File: src/hpm_pkg.sv
// Package for the homography point mapper: formats, widths, register indexes
// and the structs passed between pipeline modules. No dependencies.
package hpm_pkg;

  localparam int COORD_FRAC_BITS = 16;
  localparam int COEF_FRAC_BITS  = 24;

  localparam int WORD_W   = 32;
  localparam int PROD_W   = 2 * WORD_W;
  localparam int CONST_W  = WORD_W + COORD_FRAC_BITS;
  localparam int SUM_W    = PROD_W + 2;
  localparam int NUM_W    = SUM_W + COORD_FRAC_BITS + 2;
  localparam int QBITS    = WORD_W;
  localparam int DS_W     = SUM_W + QBITS;
  localparam int CMP_W    = DS_W + 1;
  localparam int DIV_STAGES = QBITS;

  localparam logic [WORD_W-1:0] COEF22_RESET = WORD_W'(64'd1 << COEF_FRAC_BITS);
  localparam logic [WORD_W-1:0] POS_LIMIT    = {1'b0, {(WORD_W-1){1'b1}}};
  localparam logic [WORD_W-1:0] NEG_LIMIT    = {1'b1, {(WORD_W-1){1'b0}}};

  typedef enum logic [2:0] {
    REG_ROW0_A      = 3'd0,
    REG_ROW0B_ROW1A = 3'd1,
    REG_ROW1_B      = 3'd2,
    REG_ROW2_A      = 3'd3,
    REG_ROW2_C      = 3'd4
  } reg_idx_t;

  typedef struct packed {
    logic signed [WORD_W-1:0] h00;
    logic signed [WORD_W-1:0] h01;
    logic signed [WORD_W-1:0] h02;
    logic signed [WORD_W-1:0] h10;
    logic signed [WORD_W-1:0] h11;
    logic signed [WORD_W-1:0] h12;
    logic signed [WORD_W-1:0] h20;
    logic signed [WORD_W-1:0] h21;
    logic signed [WORD_W-1:0] h22;
  } coef_t;

  // One item inside the divider: partial remainders, shifted divisor,
  // quotient bits so far and the flags decided up front.
  typedef struct packed {
    logic [NUM_W-1:0]  rem_x;
    logic [NUM_W-1:0]  rem_y;
    logic [DS_W-1:0]   dsor;
    logic [QBITS-1:0]  q_x;
    logic [QBITS-1:0]  q_y;
    logic              neg_x;
    logic              neg_y;
    logic              ovf_x;
    logic              ovf_y;
    logic              zero;
  } div_t;

endpackage

File: src/hpm_div_stage.sv
// One restoring-division step for both quotient lanes (one bit per lane).
// Depends on hpm_pkg.
module hpm_div_stage import hpm_pkg::*; (
  input  logic clk,
  input  logic rst_n,
  input  logic up_vld,
  input  div_t up_data,
  input  logic down_en,
  output logic en,
  output logic out_vld,
  output div_t out_data
);

  logic vld_r;
  div_t data_r, data_nxt;
  logic ge_x, ge_y;

  assign en = !vld_r || down_en;

  // Compare against the shifted divisor, subtract on success, shift in the bit
  always_comb begin
    data_nxt = up_data;
    ge_x = DS_W'(up_data.rem_x) >= up_data.dsor;
    ge_y = DS_W'(up_data.rem_y) >= up_data.dsor;
    if (ge_x) data_nxt.rem_x = NUM_W'(DS_W'(up_data.rem_x) - up_data.dsor);
    if (ge_y) data_nxt.rem_y = NUM_W'(DS_W'(up_data.rem_y) - up_data.dsor);
    data_nxt.q_x  = {up_data.q_x[QBITS-2:0], ge_x};
    data_nxt.q_y  = {up_data.q_y[QBITS-2:0], ge_y};
    data_nxt.dsor = up_data.dsor >> 1;
  end

  always_ff @(posedge clk) begin
    if (!rst_n) begin
      vld_r <= 1'b0;
    end else if (en) begin
      vld_r <= up_vld;
    end
  end

  always_ff @(posedge clk) begin
    if (en) data_r <= data_nxt;
  end

  assign out_vld  = vld_r;
  assign out_data = data_r;

endmodule

File: config.mk
export PLATFORM = sky130hd
export DESIGN_NAME = hpm_div_stage
export DESIGN_NICKNAME = d
export VERILOG_FILES = /design/src/hpm_pkg.sv /design/src/hpm_div_stage.sv
export SDC_FILE = /design/constraint.sdc
export NUM_CORES = 1
export LEC_CHECK = 0
export BUFFER_PORTS_ARGS = -buffer_cell sky130_fd_sc_hd__buf_2
export CAP_MARGIN = 20
export CORE_AREA = 2 2 264 266
export CTS_BUF_LIST = sky130_fd_sc_hd__clkbuf_2
export CTS_CLUSTER_DIAMETER = 30
export DETAILED_ROUTE_END_ITERATION = 16
export DIE_AREA = 0 0 266 268
export GPL_TIMING_DRIVEN = 0
export SYNTH_ARGS = -nofsm -noshare
export SYNTH_HDL_FRONTEND = slang
export SYNTH_SLANG_ARGS = --single-unit
export TNS_END_PERCENT = 30
File: constraint.sdc
create_clock -name clk -period 13.1 [get_ports clk]
set_clock_uncertainty 0.1 [all_clocks]
set_input_delay 1.31 -clock clk [delete_from_list [all_inputs] [get_ports clk]]
set_output_delay 1.31 -clock clk [all_outputs]
set_load 0.02 [all_outputs]
# Yosys cells after proc, flatten, opt, wreduce, memory -nomap -nowiden
# Cells that the tools add are included.
# word_totals
register_bits	335
elab_cells	19
# classes
add_sub_neg	2
magnitude_cmp	2
mux	2
reduce_logical	2
# op_table
cell	count
>= comparator 84 x 98 -> 1 bit	2
two-way mux 84 bit	2
subtractor 84 bit	2
zero test 1 bit	1
logical OR 1 bit	1

# Logic depth before layout (Yosys ltp)
# logic_depth
depth_word	2
mapped_depth	18
ltp_nobuf	15

# Worst setup path after synthesis
# Ideal clock, no wire load.
# synth_timing
path_type	input to output
start	in down_en
end	out en
t_arrival_ps	9438
slack_ps	2252
cell_stages	1
path_cell_list	nand2b_1
# synth_between
elab_chain_len	1
# synth_lines
item	line_no	rtl
from (decl)	hpm_div_stage.sv:8	input logic down_en,
logical OR 1 bit	hpm_div_stage.sv:18	assign en = !vld_r || down_en;
to (decl)	hpm_div_stage.sv:9	output logic en,
# Every way passes these cells.

==> flow_metrics.tcl <==
set metrics [dict create \
    min_path_type "input pin to register" \
    power.switching_w 0.00109 \
    coreArea_mm2 0.0682 \
    clock.fmax_mhz 163 \
    tritoncts "built" \
    root_buffer "clkbuf_2" \
    io_pins 676 \
    yosys.area.top_type_share_pct 44.1 \
    slew_headroom_pct 34.1 \
    worst_pin_slew_ns 0.984 \
    grt_pass1_wl_um 131000 \
    cpMostUsedCell "buf_2" \
    nets 3708 \
    cts_sinks 335 \
    period_share_pct 47.0 \
    dieWidth_um 266 \
    comb_power_share_pct 29.2 \
    postCtsSetupBuffers 0 \
    crit_buf_inv 5 \
    h-tree-depth 3 \
    via_count 21900 \
    p_seq_share_pct 42.4 \
    wl_met3_um 6920 \
    row_count 96 \
    place_congestion 0.937 \
    synthFlopType "edfxtp_1" \
    finalHoldViolations 0 \
    powerDensity_mw_per_mm2 106 \
    yosysTopAreaCell "edfxtp_1" \
    ir_drop_mv 0.0652 \
    switching_share_pct 36.3 \
    startpoint_type "input pin" \
    track_usage_pct 24.5 \
    ant_nets 0 \
    post_cts_resize_count 0 \
    yosysWarnings 0 \
    crit_type "input pin to register" \
    yosysUniqueCellTypes 80 \
    maxCapViolations 0 \
    wl_per_cell_um 21.8 \
    end_kind "register" \
    nFillCells 7025 \
    synthArstFlopShare_pct 0 \
    synth.avg_cell_area_um2 9.42 \
    area_growth_pct 24.9 \
    via_per_inst 5.23 \
    hold_ws_ns 0.234 \
    synth.cell_area_mm2 0.0227 \
    crit_required_ns 13.82 \
    crit_family "compound AO/OA/AOI/OAI gates" \
    finalCriticalPeriod_ns 6.15 \
    postCtsHoldBufs 0 \
    dieArea_mm2 0.0713 \
    ys_seq_area_share_pct 44.2 \
    yosys-top-cells-area "edfxtp_1 44%, ha_1 9.3%, o21ai_0 5.6%, nand2_1 5.2%, a21oi_1 4.6%" \
    antenna_found_initial 27 \
    syn_inst 2413 \
    power.internal_w 0.00192 \
    drc_errors 0 \
    arrival_ns 6.88 \
    clock_power_share_pct 28.4 \
    syn-num-nets 2922 \
    clkTransAtPathRegs_ns 0.11 \
    firstDrtPassIters 5 \
    finalSetupViolCount 0 \
    wl_met1_um 37600 \
    final_util_pct 41.6 \
    start_util_pct 33.3 \
    grt_pass1_vias 21000 \
    wl_um 91100 \
    synthTopCellsByCount "334 x edfxtp_1, 313 x nand2_1, 253 x o21ai_0" \
    ys_ff_latch 335 \
    overflow 0 \
    cp_slowest_cell "a31oi_1" \
    status "completed" \
    dp_hpwl_um 75200 \
    layout-drive-gt1-share_pct 26.9 \
    clk-insertion-delay-late_ns 1.05 \
    drt_iter0_drc 1645 \
    rsz0062_at_grt "no" \
    power_leakage_nw 13.1 \
    highest_layer "met5" \
    port_buffers 672 \
    wl_met2_um 44400 \
    yosysMostFrequentCell "edfxtp_1" \
    crit_chain "buf_2 > inv_1 > ha_1 > a211oi_1 > nor2_1 > o311ai_0 > a31oi_1 > a31oi_1 > o21a_2 > o31ai_4 > a41oi_2 > or2_1 > buf_6 > buf_2 > buf_2 > nand2_1 > o21ai_0" \
    fp.dieH_um 268 \
    drv_slew 0 \
    cp_max_fo 10 \
    clockBufferDepth 3 \
    numCtsBuffers 105 \
    synth_edf_count 334 \
    max_stage_delay_ns 0.90 \
    grt_max_degree 65 \
]
-- state kept, by name, indices dropped and copies added, names as in the netlist --
register / cells
out_data: 334
out_vld: 1
-- worst paths after layout --
kind | from | to | slack [ns] | cells past startpoint
setup / recovery | up_data[76] | out_data[249] | 6.95 | 17
hold / removal | up_data[31] | out_data[32] | 0.23 | 1
setup reg to reg | out_vld | out_data[25] | 10.68 | 4
hold reg to reg | out_vld | out_data[325] | 0.95 | 1
-- layer usage --
layer	global-route usage, %	vias up
li1	-	10500
met1	30.5	10300
met2	41.9	849
met3	5.45	132
met4	8.00	18
met5	0	-
-- power by group through the flow --
stage	Sequential [W]	Clock [W]	Combinational [W]
final	0.00128	0.000854	0.000881
after global routing	0.00128	0.000952	0.000961
after CTS	0.00128	0.000901	0.000876
after detailed placement	0.00130	0	0.000872
after global placement	0.00133	0	0.000865
after floorplan	0.00142	0	0.000467
-- worst register-to-register path, cell delays in order, from the launching register on --
cell      delay (ns)
dfxtp_1         0.34
nand2b_4        0.51
buf_16          0.36
buf_16          0.39
buf_16          0.35
-- layout make-up --
class / count / area (um2) / area share (%)
multi-input cells: 1804 / 11600 / 40.9
plain buffers: 122 / 502 / 1.77
well taps: 882 / 1100 / 3.89
inverters: 152 / 571 / 2.01
clock buffers: 130 / 651 / 2.29
clock inverters: 62 / 355 / 1.25
diodes: 16 / 40.0 / 0.141
flip-flops and latches: 335 / 10000 / 35.4
repair buffers: 679 / 3510 / 12.4
-- placed cells by master (no fill, tap or decap), types with 15 or more instances in the layout --
| cell type | n |
|---|---|
| clkinv_1 | 38 |
| nor2_1 | 114 |
| edfxtp_1 | 334 |
| a21o_1 | 96 |
| clkinv_2 | 15 |
| nand3_1 | 39 |
| xnor2_1 | 94 |
| o21ai_0 | 253 |
| a211oi_1 | 16 |
| o31ai_1 | 16 |
| o21a_1 | 28 |
| a31oi_1 | 28 |
| ha_1 | 168 |
| diode_2 | 16 |
| a21oi_1 | 211 |
| o211ai_1 | 18 |
| o21bai_1 | 51 |
| nand4_1 | 61 |
| or3_1 | 20 |
| clkbuf_1 | 94 |
| xor2_1 | 54 |
| nor3_1 | 37 |
| inv_1 | 152 |
| buf_2 | 698 |
| nand2_1 | 313 |
| and2_1 | 17 |
| clkbuf_2 | 131 |
| nand2b_1 | 16 |
-- through the flow --
step,cells,setup slack [ns],power [W],cell area [um2],setup TNS [ns]
2_1_floorplan,2413,2.25,0.00188,22700,0
3_3_place_gp,3967,-2.92,0.00219,27200,-364.87
3_5_place_dp,3974,5.85,0.00217,27300,0
4_1_cts,4166,7.11,0.00306,28300,0
5_1_grt,4175,6.89,0.00320,28400,0
6_report,4182,6.95,0.00301,28400,0
-- logic make-up (layout without fill, tap and decap cells) --
group,after synthesis,count (layout),share of synthesized area (%)
AOI/OAI and AO/OA,796,796,21.6
buffers and inverters,274,1145,4.72
and+or+nand+nor,682,682,13.9
xor gates and xnor gates,148,148,5.70
muxes,7,7,0.330
DFF,335,335,44.2
adders and majority gates,170,170,9.43
other,1,17,0.0165
(Power assumes the default switching activity.)
